<file path="src/rtl/odq_pkg.sv">
`timescale 1ns / 1ps
package odq_pkg;

  localparam int CAPACITY_DEF   = 16;
  localparam int OP_W           = 3;
  localparam int VALUE_W        = 32;
  localparam int STATUS_W       = 2;
  localparam int ENTRY_COUNT_W  = 5;

  localparam logic [OP_W-1:0] OP_ADD_FRONT    = 3'd0;
  localparam logic [OP_W-1:0] OP_ADD_BACK     = 3'd1;
  localparam logic [OP_W-1:0] OP_REMOVE_FRONT = 3'd2;
  localparam logic [OP_W-1:0] OP_REMOVE_BACK  = 3'd3;
  localparam logic [OP_W-1:0] OP_FIND         = 3'd4;
  localparam logic [OP_W-1:0] OP_REMOVE_VALUE = 3'd5;

  localparam logic [STATUS_W-1:0] ST_DONE  = 2'd0;
  localparam logic [STATUS_W-1:0] ST_EMPTY = 2'd1;
  localparam logic [STATUS_W-1:0] ST_FULL  = 2'd2;

  typedef enum logic [1:0] {
    S_IDLE,
    S_SCAN,
    S_DONE
  } state_t;

endpackage

</file>
<file path="src/rtl/odq_req_if.sv">
`timescale 1ns / 1ps
interface odq_req_if;
  import odq_pkg::*;

  logic                      valid;
  logic                      ready;
  logic        [OP_W-1:0]    op;
  logic signed [VALUE_W-1:0] item_value;

  modport source (output valid, output op, output item_value, input ready);
  modport sink   (input valid, input op, input item_value, output ready);
endinterface

</file>
<file path="src/rtl/odq_rsp_if.sv">
`timescale 1ns / 1ps
interface odq_rsp_if;
  import odq_pkg::*;

  logic                     valid;
  logic                     ready;
  logic                     found;
  logic [STATUS_W-1:0]      status;
  logic [ENTRY_COUNT_W-1:0] entry_count;

  modport source (output valid, output found, output status, output entry_count, input ready);
  modport sink   (input valid, input found, input status, input entry_count, output ready);
endinterface

</file>
<file path="src/rtl/odq_ram.sv">
`timescale 1ns / 1ps
module odq_ram #(
  parameter int WIDTH = 32,
  parameter int DEPTH = 16
) (
  input  logic                     clk,
  input  logic                     we,
  input  logic [$clog2(DEPTH)-1:0] waddr,
  input  logic [WIDTH-1:0]         wdata,
  input  logic [$clog2(DEPTH)-1:0] raddr,
  output logic [WIDTH-1:0]         rdata
);

  logic [WIDTH-1:0] mem [DEPTH];

  always_ff @(posedge clk) begin
    if (we) begin
      mem[waddr] <= wdata;
    end
    rdata <= mem[raddr];
  end

endmodule

</file>
<file path="src/rtl/ordered_list_deque_search_top.sv">
`timescale 1ns / 1ps
// Channel  Modport   Word
// req      sink      op, item_value
// rsp      source    found, status, entry_count
//
// Add and plain remove words go from idle to S_DONE, where the result is registered into
// the rsp slot once it is free. Find and remove value pass through S_SCAN first: the list is
// walked one entry per cycle through the single read port of the entry RAM, and a delete
// shifts the tail down one place as it is read. Entries sit in the RAM as a ring with a
// head pointer. Reset clears only the head, count and control state. A new word is
// taken while a result still waits on rsp; the next result waits for that slot.
module ordered_list_deque_search_top #(
  parameter int CAPACITY = odq_pkg::CAPACITY_DEF
) (
  input logic         clk,
  input logic         rst,
  odq_req_if.sink     req,
  odq_rsp_if.source   rsp
);
  import odq_pkg::*;

  localparam int PW = (CAPACITY > 1) ? $clog2(CAPACITY) : 1;
  localparam int CW = $clog2(CAPACITY + 1);
  localparam int SW = CW + 1;

  state_t state, state_next;

  logic [PW-1:0]       head, head_next;
  logic [CW-1:0]       count, count_next;
  logic [OP_W-1:0]     op_r, op_r_next;
  logic [VALUE_W-1:0]  value_r, value_r_next;
  logic [CW-1:0]       issue_left, issue_left_next;
  logic [PW-1:0]       rd_ptr, rd_ptr_next;
  logic                arr_valid, arr_valid_next;
  logic [PW-1:0]       arr_ptr, arr_ptr_next;
  logic                arr_last, arr_last_next;
  logic                matched, matched_next;
  logic [PW-1:0]       last_ptr, last_ptr_next;
  logic                pend_found, pend_found_next;
  logic [STATUS_W-1:0] pend_status, pend_status_next;
  logic                res_valid, res_valid_next;
  logic                res_found, res_found_next;
  logic [STATUS_W-1:0] res_status, res_status_next;
  logic [ENTRY_COUNT_W-1:0] res_count, res_count_next;

  logic               we;
  logic [PW-1:0]      waddr;
  logic [VALUE_W-1:0] wdata;
  logic [VALUE_W-1:0] rdata;

  logic [SW-1:0] tail_sum;
  logic [PW-1:0] tail_ptr;
  logic [PW-1:0] head_dec;
  logic [PW-1:0] head_inc;
  logic [PW-1:0] rd_ptr_inc;
  logic          hit;
  logic          full;
  logic          empty;

  odq_ram #(
    .WIDTH (VALUE_W),
    .DEPTH (CAPACITY)
  ) u_ram (
    .clk   (clk),
    .we    (we),
    .waddr (waddr),
    .wdata (wdata),
    .raddr (rd_ptr),
    .rdata (rdata)
  );

  assign tail_sum   = SW'(head) + SW'(count);
  assign tail_ptr   = (tail_sum >= SW'(CAPACITY)) ? PW'(tail_sum - SW'(CAPACITY))
                                                  : PW'(tail_sum);
  assign head_dec   = (head == '0) ? PW'(CAPACITY - 1) : head - PW'(1);
  assign head_inc   = (head == PW'(CAPACITY - 1)) ? '0 : head + PW'(1);
  assign rd_ptr_inc = (rd_ptr == PW'(CAPACITY - 1)) ? '0 : rd_ptr + PW'(1);
  assign hit        = (rdata == value_r);
  assign full       = (count == CW'(CAPACITY));
  assign empty      = (count == '0);

  assign req.ready       = (state == S_IDLE);
  assign rsp.valid       = res_valid;
  assign rsp.found       = res_found;
  assign rsp.status      = res_status;
  assign rsp.entry_count = res_count;

  always_ff @(posedge clk) begin
    if (rst) begin
      state <= S_IDLE;
    end else begin
      state <= state_next;
    end
  end

  always_ff @(posedge clk) begin
    if (rst) begin
      head      <= '0;
      count     <= '0;
      arr_valid <= 1'b0;
      res_valid <= 1'b0;
    end else begin
      head      <= head_next;
      count     <= count_next;
      arr_valid <= arr_valid_next;
      res_valid <= res_valid_next;
    end
    op_r        <= op_r_next;
    value_r     <= value_r_next;
    issue_left  <= issue_left_next;
    rd_ptr      <= rd_ptr_next;
    arr_ptr     <= arr_ptr_next;
    arr_last    <= arr_last_next;
    matched     <= matched_next;
    last_ptr    <= last_ptr_next;
    pend_found  <= pend_found_next;
    pend_status <= pend_status_next;
    res_found   <= res_found_next;
    res_status  <= res_status_next;
    res_count   <= res_count_next;
  end

  always_comb begin
    state_next       = state;
    head_next        = head;
    count_next       = count;
    op_r_next        = op_r;
    value_r_next     = value_r;
    issue_left_next  = issue_left;
    rd_ptr_next      = rd_ptr;
    arr_valid_next   = 1'b0;
    arr_ptr_next     = arr_ptr;
    arr_last_next    = arr_last;
    matched_next     = matched;
    last_ptr_next    = last_ptr;
    pend_found_next  = pend_found;
    pend_status_next = pend_status;
    res_valid_next   = res_valid && !rsp.ready;
    res_found_next   = res_found;
    res_status_next  = res_status;
    res_count_next   = res_count;
    we               = 1'b0;
    waddr            = tail_ptr;
    wdata            = $unsigned(req.item_value);

    unique case (state)
      S_IDLE: begin
        if (req.valid) begin
          op_r_next        = req.op;
          value_r_next     = $unsigned(req.item_value);
          pend_found_next  = 1'b0;
          pend_status_next = ST_DONE;
          matched_next     = 1'b0;
          issue_left_next  = count;
          rd_ptr_next      = head;
          state_next       = S_DONE;
          unique case (req.op)
            OP_ADD_FRONT: begin
              if (full) begin
                pend_status_next = ST_FULL;
              end else begin
                we         = 1'b1;
                waddr      = head_dec;
                head_next  = head_dec;
                count_next = count + CW'(1);
              end
            end
            OP_ADD_BACK: begin
              if (full) begin
                pend_status_next = ST_FULL;
              end else begin
                we         = 1'b1;
                count_next = count + CW'(1);
              end
            end
            OP_REMOVE_FRONT: begin
              if (empty) begin
                pend_status_next = ST_EMPTY;
              end else begin
                head_next  = head_inc;
                count_next = count - CW'(1);
              end
            end
            OP_REMOVE_BACK: begin
              if (empty) begin
                pend_status_next = ST_EMPTY;
              end else begin
                count_next = count - CW'(1);
              end
            end
            OP_FIND, OP_REMOVE_VALUE: begin
              if (empty) begin
                pend_status_next = ST_EMPTY;
              end else begin
                state_next = S_SCAN;
              end
            end
            default: begin
            end
          endcase
        end
      end

      S_SCAN: begin
        if (issue_left != '0) begin
          rd_ptr_next     = rd_ptr_inc;
          issue_left_next = issue_left - CW'(1);
          arr_valid_next  = 1'b1;
          arr_ptr_next    = rd_ptr;
          arr_last_next   = (issue_left == CW'(1));
        end
        if (arr_valid) begin
          if (op_r == OP_FIND) begin
            if (hit || arr_last) begin
              pend_found_next = hit;
              state_next      = S_DONE;
              arr_valid_next  = 1'b0;
            end
          end else begin
            // Once the match is seen, every later entry moves down one slot.
            if (matched) begin
              we    = 1'b1;
              waddr = last_ptr;
              wdata = rdata;
            end
            matched_next  = matched || hit;
            last_ptr_next = arr_ptr;
            if (arr_last) begin
              pend_found_next = matched || hit;
              if (matched || hit) begin
                count_next = count - CW'(1);
              end
              state_next     = S_DONE;
              arr_valid_next = 1'b0;
            end
          end
        end
      end

      S_DONE: begin
        if (!res_valid || rsp.ready) begin
          res_valid_next  = 1'b1;
          res_found_next  = pend_found;
          res_status_next = pend_status;
          res_count_next  = ENTRY_COUNT_W'(count);
          state_next      = S_IDLE;
        end
      end

      default: begin
        state_next = S_IDLE;
      end
    endcase
  end

endmodule
</file>
<file path="src/flat_wrapper.sv">
// flat-port wrapper written by rule: the top's interface ports become plain ports
module ordered_list_deque_search_top_flat import odq_pkg::*;
#(
  parameter int CAPACITY = odq_pkg::CAPACITY_DEF
)
  (clk, rst, req_valid, req_op, req_item_value, req_ready, rsp_valid, rsp_found, rsp_status, rsp_entry_count, rsp_ready);
  odq_req_if req_i ();
  odq_rsp_if rsp_i ();
  input logic clk;
  input logic rst;
  input wire logic [$bits(req_i.valid)-1:0] req_valid;
  input wire logic [$bits(req_i.op)-1:0] req_op;
  input wire logic [$bits(req_i.item_value)-1:0] req_item_value;
  output wire logic [$bits(req_i.ready)-1:0] req_ready;
  output wire logic [$bits(rsp_i.valid)-1:0] rsp_valid;
  output wire logic [$bits(rsp_i.found)-1:0] rsp_found;
  output wire logic [$bits(rsp_i.status)-1:0] rsp_status;
  output wire logic [$bits(rsp_i.entry_count)-1:0] rsp_entry_count;
  input wire logic [$bits(rsp_i.ready)-1:0] rsp_ready;
  assign req_i.valid = req_valid;
  assign req_i.op = req_op;
  assign req_i.item_value = req_item_value;
  assign req_ready = req_i.ready;
  assign rsp_valid = rsp_i.valid;
  assign rsp_found = rsp_i.found;
  assign rsp_status = rsp_i.status;
  assign rsp_entry_count = rsp_i.entry_count;
  assign rsp_i.ready = rsp_ready;
  ordered_list_deque_search_top #(.CAPACITY(CAPACITY)) u_core (.clk(clk), .rst(rst), .req(req_i), .rsp(rsp_i));
endmodule
</file>
<file path="config.mk">
export PLATFORM = sky130hd
export DESIGN_NAME = ordered_list_deque_search_top_flat
export DESIGN_NICKNAME = d
export VERILOG_FILES = /design/src/rtl/odq_pkg.sv /design/src/rtl/odq_req_if.sv /design/src/rtl/odq_rsp_if.sv /design/src/rtl/odq_ram.sv /design/src/rtl/ordered_list_deque_search_top.sv /design/src/flat_wrapper.sv
export SDC_FILE = /design/constraint.sdc
export NUM_CORES = 1
export LEC_CHECK = 0
export BUFFER_PORTS_ARGS = -buffer_cell sky130_fd_sc_hd__buf_2
export CAP_MARGIN = 20
export CORE_UTILIZATION = 67
export CTS_CLUSTER_DIAMETER = 200
export DETAILED_ROUTE_END_ITERATION = 16
export PLACE_DENSITY = 0.89
export SLEW_MARGIN = 20
export SYNTH_ARGS = -nofsm -noshare
export SYNTH_HDL_FRONTEND = slang
export SYNTH_HIERARCHICAL = 1
export SYNTH_SLANG_ARGS = --single-unit
</file>
<file path="constraint.sdc">
create_clock -name clk -period 12.2 [get_ports clk]
set_input_delay 1.22 -clock clk [delete_from_list [all_inputs] [get_ports clk]]
set_output_delay 1.22 -clock clk [all_outputs]
set_load 0.01 [all_outputs]
</file>
# Word-level counts from Yosys, hierarchy flattened
# Memory sizes are Yosys's and may differ from the RTL's. A register that Yosys moved wholly into a read port is not among the register bits.
# Index checks and enable logic that the tools add are counted.
# totals
ramBits,512
out_inout_bits,10
regBits,78
inputBits,39
word_cells,155
mem_count,1
# classes
n_reduce_logical,28
bitwise_logic,2
muxes,70
order_cmp,1
addsub,8
eq_ne,27
# memory_table
name,depth,word_bits,rd,rd_clocked_by_memory_dff,write_ports,line_no,source
u_core.u_ram.mem,16,32,1,1,1,odq_ram.sv:14,logic [WIDTH-1:0] mem [DEPTH];
# ops
operator,n
$mux W32,4
$mux W4,14
$mux W5,9
$eq A32 B32 Y1,1
$pmux W5 S2,3
$pmux W4 S2,3
$mux W1,23
$mux W2,9
$reduce_and A5 Y1,3
$ne A3 B3 Y1 const B,4
$ne A2 B1 Y1 const B,5
$sub A5 B1 Y5 const B,2
$eq A3 B3 Y1 const B,3
$reduce_and A9 Y1,1
$add A4 B1 Y4 const B,2
$eq A4 B4 Y1 const B,2
$ne A2 B2 Y1 const B,4
$reduce_or A2 Y1,4
$sub A4 B1 Y4 const B,2
$add A4 B5 Y6,1
$eq A3 B2 Y1 const B,2
$ge A6 B5 Y1 const B,1
$pmux W1 S2,3
$pmux W2 S3,1
other kinds (22),30

# Logic depth before layout (Yosys ltp)
# Gate-level depths: netlist of the first run.
# logic_depth
ltp_word,7
mapped_depth,10
mapped_depth_nobuf,10

# Modules after synthesis
# Netlist of the first run, hierarchy kept.
# modules_own_cells
module,seq_area_each_um2,instances,area_per_inst_um2,cells_per_inst
odq_ram,16015.4,1,19854.0,838
ordered_list_deque_search_top,2212.1,1,4159.0,414

# Worst setup path after synthesis of the first run
# Ideal clock, no wire load.
# synth_timing
path_kind,input to register
from,input port req_op[2]
to,memory u_core.u_ram.mem[0][0] (enable)
cell_stages,7
setup_time_ns,0.461
slack_ns,6.822
required_time_ns,11.739
t_arrival_ns,4.917
n_path_buf,0
path_cell_list,nor2_1 -> nand4b_1 -> nor3_1 -> nor3_1 -> a221o_1 -> or3b_2 -> nor3_1
# synth_between
word_cells_on_any_way,11
classes_between,1 x eq/ne; 8 x mux; 2 x reduce/logical
# synth_rtl
element,line_no,source
start: declaration,flat_wrapper.sv:12,input wire logic [$bits(req_i.op)-1:0] req_op;
$logic_not A3 Y1,ordered_list_deque_search_top.sv:157,unique case (req.op)
$mux W4,ordered_list_deque_search_top.sv:157,
$mux W4,ordered_list_deque_search_top.sv:148,if (req.valid) begin
$pmux W4 S2,ordered_list_deque_search_top.sv:146,unique case (state)
named net u_core.waddr[2],ordered_list_deque_search_top.sv:47,logic [PW-1:0] waddr;
end: declaration,odq_ram.sv:14,
# The timed path passes the listed nets, and every way through them passes these cells.

# Worst setup path after layout of the first run
# layout_timing
from,register u_core.state[0]
to,memory u_core.u_ram.mem[1][14] (enable)
# layout_between
word_cells_on_any_way,6
classes_between,1 x eq/ne; 4 x mux; 1 x reduce/logical
# layout_rtl
element,line_no,source
start: declaration,ordered_list_deque_search_top.sv:26,"state_t state, state_next;"
start signal: assignment,ordered_list_deque_search_top.sv:92,state <= state_next;
$eq A2 B1 Y1 or $logic_not A2 Y1 (tied branches),ordered_list_deque_search_top.sv:146,
$pmux W4 S2 (*),ordered_list_deque_search_top.sv:146,
named net u_core.waddr[2],ordered_list_deque_search_top.sv:47,
# Mark *: on every way through the listed nets, which the timed path passes. The rest lies on a longest branch.

==> results.yml, run 1 <==
pwr:
  total_switching_power_w: 0.00103
  peakVddDrop_uv: 128
  power_frac_seq: 0.530
  comb_power_share: 0.078
  static-leakage-power_nw: 8.80
  p_int_w: 0.00354
  pwr_density_cell_nw_per_um2: 170
  switching_share: 0.226
  p_clk_frac: 0.392
yosys:
  mean_post_synth_cell_area_um2: 19.2
  synth_largest_area_cell: "sky130_fd_sc_hd__edfxtp_1"
  synth_commonest_cells: "sky130_fd_sc_hd__edfxtp_1 (577), sky130_fd_sc_hd__nand2_1 (152), sky130_fd_sc_hd__mux4_2 (128)"
  yosysWarnings: 6
  number_of_enable_flip_flop_cells_after_synthesis: 577
  synth-seq-cells: 622
  synth.net_count: 1304
  yosysMostFrequentCell: "sky130_fd_sc_hd__edfxtp_1"
  synth.top_cell.area_share: 0.722
  postSynth.asyncResetShare: 0
  synth_flop_cell: "sky130_fd_sc_hd__edfxtp_1"
  mappedNetlistArea_um2: 24000
  post_synth_main_area_contributors: "sky130_fd_sc_hd__edfxtp_1 (72%), sky130_fd_sc_hd__mux4_2 (12%), sky130_fd_sc_hd__dfxtp_1 (3.8%)"
  yosysUniqueCellTypes: 51
  synthCells: 1252
  synth-seq-area-share: 0.759
cells_and_area:
  fill_cells: 1683
  antenna-diode-count: 0
  drive_above_1_share: 0.227
  layout.nets: 1379
  postLayoutCellArea_um2: 26900
  flow.area_growth_from_synthesis_pct: 11.9
  layoutNonFillerInstCount: 1828
place:
  placed_cells: 1718
  place.port_buffers: 48
  placement.setup.worst_slack_ns: 7.64
  detailedPlacementHpwl_um: 31400
  detailed_place.area_um2: 24900
  place_congestion: 0.870
critical_path:
  critical-path-max-stage-delay_ns: 0.90
  worst_case_reg_to_reg_path_depth: 9
  worstSetupEndpointType: "register"
  worstPathArrival_ns: 4.73
  setup.worst_path.start: "u_core/state[0]"
  timing.critical_path.depth: 9
  crit_buf_inv: 2
  crit_type: "register to register"
  timing.critical_path.cells: "inv_1 -> nor2_2 -> nand2_1 -> nor2_4 -> buf_16 -> nor3_1 -> a221o_1 -> or3b_2 -> nor2_4"
  worstReg2RegEnd: "u_core/u_ram/mem[1][14]"
  crit_end: "u_core/u_ram/mem[1][14]"
  worstReg2RegStart: "u_core/state[0]"
  critical_path.top_delay_family: "simple AND/OR/NAND/NOR gates"
  crit_fanout: 32
  cp_data_required_time_ns: 12.40
  cpMostUsedCell: "sky130_fd_sc_hd__nor2_4"
  cp-start-kind: "register"
  cpMaxStageDelayCell: "sky130_fd_sc_hd__nor2_4"
  r2r_setup_slack_ns: 7.68
timing:
  worst_slew_margin_rel: 0.218
  setup-tns-final_ns: 0
  rsz0062_at_grt: "false"
  max_freq_mhz: 221
  timing.final.ws_setup_ns: 7.68
  clock-skew-final_ns: 0.0211
  finalHoldViolCount: 0
  slew_viol_final: 0
  timing.final.setup_violations: 0
  final_period_minus_worst_setup_slack_ns: 4.52
  tightest_slew_ns: 1.17
  min_period_over_period: 0.371
clock_network:
  h-tree-depth: 2
  numClockSinks: 622
  clk-insertion-delay-late_ns: 0.60
  cts_tree: "done"
  cts.hold.buffers_added: 0
  clock_tree.root_cell: "sky130_fd_sc_hd__clkbuf_16"
  clock_transition_at_the_registers_of_the_reported_paths_ns: 0.07
  cts_resized: 0
  clock_tree.buffer_depth: 3
  post-cts-setup-buffer-count: 0
  numCtsBuffers: 57
floorplanning:
  num_rows: 68
  core-area_um2: 34900
  dieWidth_um: 191
  die-height_um: 191
  floorplan.initialDensity: 0.688
  fp.dieArea_um2: 36600
  number_of_primary_i_o_pins: 49
route:
  avgRoutedWirePerCell_um: 32.1
  postRouteWirelength_um: 58700
  number_of_optimization_iterations_in_the_first_detailed_route_pass: 6
  drt.antenna.violating_nets: 0
  routed-via-count: 13000
  post-route-drc-count: 0
  drt_iter0_drc: 1747
  routed_via_density: 7.12
global_route:
  global_route.usage.total: 0.330
  grt_start_max_net_pins: 99
  globalRoute.totalOverflow: 0
  antenna_found_initial: 0
  grt_first_pass_wirelength_um: 84600
  grt_pass1_vias: 13300
min_path:
  hold_removal_path_class: "register to register"
outcome:
  outcome: "finished clean"
run:
  max-cap-violations: 0
[sequential cells by signal (all words and copies together), names as in the netlist, 4 cells and up]
register                count
u_core/arr_ptr              4
u_core/count                5
u_core/head                 4
u_core/issue_left           5
u_core/last_ptr             4
u_core/rd_ptr               4
u_core/rsp.entry_count      5
u_core/u_ram/mem          512
u_core/u_ram/rdata         32
u_core/value_r             32
[kinds of logic (layout without fill, tap and decap cells)]
kind of cell / Yosys count / after routing / synth area share
flip-flops: 622 / 622 / 0.759
adder cells (fa/ha/maj): 13 / 13 / 0.00709
AND/OR/NAND/NOR: 247 / 247 / 0.0462
buffers and inverters: 67 / 188 / 0.0132
multiplexers: 135 / 135 / 0.123
AO/OA/AOI/OAI: 125 / 125 / 0.0356
XOR/XNOR: 43 / 43 / 0.0157
[power by group through the flow]
| stage | logic, W | clock network (W) | registers, W |
|---|---|---|---|
| 5_1_grt | 0.000372 | 0.00187 | 0.00243 |
| 4_1_cts | 0.000348 | 0.00180 | 0.00242 |
| 3_5_place_dp | 0.000338 | 0 | 0.00247 |
| 2_1_floorplan | 0.000233 | 0 | 0.00245 |
| 3_3_place_gp | 0.000324 | 0 | 0.00246 |
| 6_report | 0.000357 | 0.00179 | 0.00243 |
[final cells by class]
type | instances | area, um^2 | area share
clock inverters | 32 | 318 | 0.0118
multi-input cells | 563 | 5610 | 0.209
flip-flops and latches | 622 | 18200 | 0.678
clock buffers | 73 | 1540 | 0.0572
well taps | 455 | 569 | 0.0212
repair buffers | 71 | 574 | 0.0214
inverters | 12 | 45.0 | 0.00168
[worst min-delay path by stage]
stage,slack (ns),start,end,cells past startpoint
after global placement,0.40,u_core/pend_found,u_core/rsp.found,0
after detailed placement,0.40,u_core/pend_status[0],u_core/rsp.status[0],0
after CTS,0.42,u_core/pend_status[0],u_core/rsp.status[0],0
after global routing,0.43,u_core/arr_ptr[0],u_core/last_ptr[0],0
after floorplan,0.40,u_core/arr_ptr[0],u_core/last_ptr[0],0
final,0.42,u_core/pend_status[0],u_core/rsp.status[0],0
[metrics by stage]
stage               power (W)   util  hold WS (ns)
finish                0.00457  0.771         0.418
global route          0.00467  0.771         0.430
CTS                   0.00457  0.767         0.419
detailed placement    0.00280  0.714         0.405
global placement      0.00279  0.711         0.401
floorplan             0.00269      -         0.400
[per-layer routing]
metal | global-route usage | share of wire
met2 | 0.545 | 0.50
met4 | 0.161 | 0.049
met1 | 0.426 | 0.34
met3 | 0.0624 | 0.11
met5 | 0 | 0
[layout by cell type (no fill, tap or decap), types with 3 or more instances in the layout]
master,instances
sky130_fd_sc_hd__edfxtp_1,577
sky130_fd_sc_hd__nand2_1,152
sky130_fd_sc_hd__mux4_2,128
sky130_fd_sc_hd__a22oi_1,65
sky130_fd_sc_hd__clkbuf_16,59
sky130_fd_sc_hd__buf_2,48
sky130_fd_sc_hd__dfxtp_1,45
sky130_fd_sc_hd__xnor2_1,38
sky130_fd_sc_hd__a21oi_1,22
sky130_fd_sc_hd__nor2_1,21
sky130_fd_sc_hd__o21ai_0,17
sky130_fd_sc_hd__nor2_4,14
sky130_fd_sc_hd__clkbuf_1,13
sky130_fd_sc_hd__buf_4,13
sky130_fd_sc_hd__ha_1,12
sky130_fd_sc_hd__clkinv_1,11
sky130_fd_sc_hd__inv_1,11
sky130_fd_sc_hd__nand4_1,10
sky130_fd_sc_hd__clkinv_2,9
sky130_fd_sc_hd__nor3_1,9
sky130_fd_sc_hd__nand2b_1,7
sky130_fd_sc_hd__bufinv_16,6
sky130_fd_sc_hd__nand3_1,6
sky130_fd_sc_hd__buf_16,6
sky130_fd_sc_hd__xor2_1,5
sky130_fd_sc_hd__mux2i_1,4
sky130_fd_sc_hd__o31ai_1,4
sky130_fd_sc_hd__or4_1,4
sky130_fd_sc_hd__nor3_2,4
sky130_fd_sc_hd__clkinvlp_4,3
sky130_fd_sc_hd__nand4b_1,3
sky130_fd_sc_hd__mux2_2,3
sky130_fd_sc_hd__nand3b_1,3
sky130_fd_sc_hd__a31oi_1,3
sky130_fd_sc_hd__buf_12,3
Note: power is estimated with default switching activity, not from simulation.
==> inputs of run 2 (changes only) <==
- CORE_UTILIZATION: 67 -> 62
- PLACE_DENSITY: 0.89 -> 0.84
- clock period: 12.2 -> 4.5 ns (I/O delays scaled with it)
==> results.yml, run 2 (same netlist as run 1, synthesis figures left out) <==
timing:
  finalHoldViolCount: 0
  tightest_slew_ns: 1.04
  min_period_over_period: 0.872
  setup-tns-final_ns: 0
  timing.final.ws_setup_ns: 0.574
  max_freq_mhz: 255
  slew_viol_final: 0
  clock-skew-final_ns: 0.0141
  worst_slew_margin_rel: 0.310
  final_period_minus_worst_setup_slack_ns: 3.93
  timing.final.setup_violations: 0
  rsz0062_at_grt: "false"
global_route:
  antenna_found_initial: 0
  grt_start_max_net_pins: 46
  global_route.usage.total: 0.290
  grt_first_pass_wirelength_um: 80400
  globalRoute.totalOverflow: 0
  grt_pass1_vias: 12300
place:
  detailedPlacementHpwl_um: 35000
  place_congestion: 0.906
  placed_cells: 1796
  placement.setup.worst_slack_ns: 0.704
  place.port_buffers: 48
critical_path:
  critical_path.top_delay_family: "simple AND/OR/NAND/NOR gates"
  timing.critical_path.cells: "inv_1 -> nor2_2 -> nand2_1 -> nor2_4 -> buf_4 -> nor3_1 -> a221o_1 -> or3b_2 -> nor2_4 -> buf_4"
  cp_data_required_time_ns: 4.78
  worstReg2RegStart: "u_core/state[0]"
  worstPathArrival_ns: 4.21
  crit_buf_inv: 3
  critical-path-max-stage-delay_ns: 0.64
  worst_case_reg_to_reg_path_depth: 10
  cp-start-kind: "register"
  cpMaxStageDelayCell: "sky130_fd_sc_hd__or3b_2"
  r2r_setup_slack_ns: 0.57
  crit_fanout: 20
  worstSetupEndpointType: "register"
  crit_type: "register to register"
  worstReg2RegEnd: "u_core/u_ram/mem[2][12]"
floorplanning:
  die-height_um: 199
  num_rows: 71
  floorplan.initialDensity: 0.633
  number_of_primary_i_o_pins: 49
  core-area_um2: 37900
  fp.dieArea_um2: 39500
  dieWidth_um: 199
cells_and_area:
  layoutNonFillerInstCount: 1901
  layout.cells.most_common_list: "sky130_fd_sc_hd__edfxtp_1 (577), sky130_fd_sc_hd__nand2_1 (152), sky130_fd_sc_hd__mux4_2 (128), sky130_fd_sc_hd__a22oi_1 (65), sky130_fd_sc_hd__clkbuf_16 (57)"
  largestRegisters: "u_core/u_ram/mem x512, u_core/u_ram/rdata x32, u_core/value_r x32"
  layout.nets: 1396
  largest_reg_flops: 512
  antenna-diode-count: 0
  flow.area_growth_from_synthesis_pct: 12.3
  layout_commonest_cell: "sky130_fd_sc_hd__edfxtp_1"
  drive_above_1_share: 0.237
  top_register_by_number_of_flip_flops: "u_core/u_ram/mem"
  final_core_utilization: 0.711
clock_network:
  cts_resized: 0
  cts.hold.buffers_added: 0
  clock_tree.buffer_depth: 3
  post-cts-setup-buffer-count: 0
  numCtsBuffers: 57
  numClockSinks: 622
  cts_tree: "done"
  clk-insertion-delay-late_ns: 0.60
  h-tree-depth: 2
  clock_transition_at_the_registers_of_the_reported_paths_ns: 0.06
  clock_tree.root_cell: "sky130_fd_sc_hd__clkbuf_16"
min_path:
  min_from: "req_item_value[7]"
  hold_removal_path_class: "input port to register"
  number_of_instances_on_the_worst_hold_path: 1
  whs_endpoint: "u_core/value_r[7]"
run:
  max-cap-violations: 0
route:
  drt.antenna.violating_nets: 0
  post-route-drc-count: 0
  routed_via_density: 6.64
  routed-via-count: 12600
  number_of_optimization_iterations_in_the_first_detailed_route_pass: 5
  postRouteWirelength_um: 54500
  avgRoutedWirePerCell_um: 28.7
  drt_iter0_drc: 1621
pwr:
  static-leakage-power_nw: 8.86
  peakVddDrop_uv: 331
  pwr_density_cell_nw_per_um2: 457
outcome:
  outcome: "finished clean"
[run 2: cell count changes in the layout (fill, tap and decap cells not counted), sizes merged]
cell,previous run,this run
inv,15,12
clkbuf,73,86
clkinv,20,12
buf,71,88
bufinv,6,5
clkinvlp,3,2
[run 2: per-stage QoR]
stage	cell area, um^2	hold WS [ns]	total power (W)
3_5_place_dp	25100	0.411	0.00764
2_1_floorplan	24000	0.400	0.00729
4_1_cts	27000	0.0103	0.0124
3_3_place_gp	25100	0.404	0.00760
6_report	27000	0.0375	0.0123
5_1_grt	27000	0.0281	0.0127
[run 2: cell type report]
type                            count  area [um^2]
Clock inverter                     19          221
Inverter                           12         45.0
Clock buffer                       86         1630
Fill cell                        2170        11000
Tap cell                          511          639
Sequential cell                   622        18200
Timing Repair Buffer               88          591
Multi-Input combinational cell    563         5620
[run 2: worst max path at each step]
stage,from,endpoint,slack [ns],cells after the start
after floorplan,u_core/head[1],u_core/u_ram/mem[4][0],0.1,10
after global placement,u_core/state[0],u_core/u_ram/mem[2][12],0.85,10
after detailed placement,u_core/state[0],u_core/u_ram/mem[2][12],0.70,10
after CTS,u_core/state[0],u_core/u_ram/mem[2][9],0.64,10
after global routing,u_core/state[0],u_core/u_ram/mem[2][11],0.40,10
final,u_core/state[0],u_core/u_ram/mem[2][12],0.57,10
[run 2: where the power goes]
group | switching (W) | total, W | leakage [nW] | internal, W
clock network | 0.00202 | 0.00479 | 0.902 | 0.00277
registers | 0.000104 | 0.00657 | 5.60 | 0.00647
logic | 0.000601 | 0.000979 | 2.35 | 0.000378
[run 2: worst reg2reg max path: stages, from the launching register on]
cell                      delay, ns
sky130_fd_sc_hd__dfxtp_1       0.56
sky130_fd_sc_hd__inv_1         0.22
sky130_fd_sc_hd__nor2_2        0.34
sky130_fd_sc_hd__nand2_1       0.17
sky130_fd_sc_hd__nor2_4        0.14
sky130_fd_sc_hd__buf_4         0.27
sky130_fd_sc_hd__nor3_1        0.09
sky130_fd_sc_hd__a221o_1       0.31
sky130_fd_sc_hd__or3b_2        0.64
sky130_fd_sc_hd__nor2_4        0.47
sky130_fd_sc_hd__buf_4         0.38
[run 2: per-layer routing]
metal  wire length, um  global-route usage  share of wire
met5                 0                   0              0
met1             21300               0.440           0.39
met3              6960              0.0729           0.13
met4              1460              0.0892          0.027
met2             24800               0.421           0.45
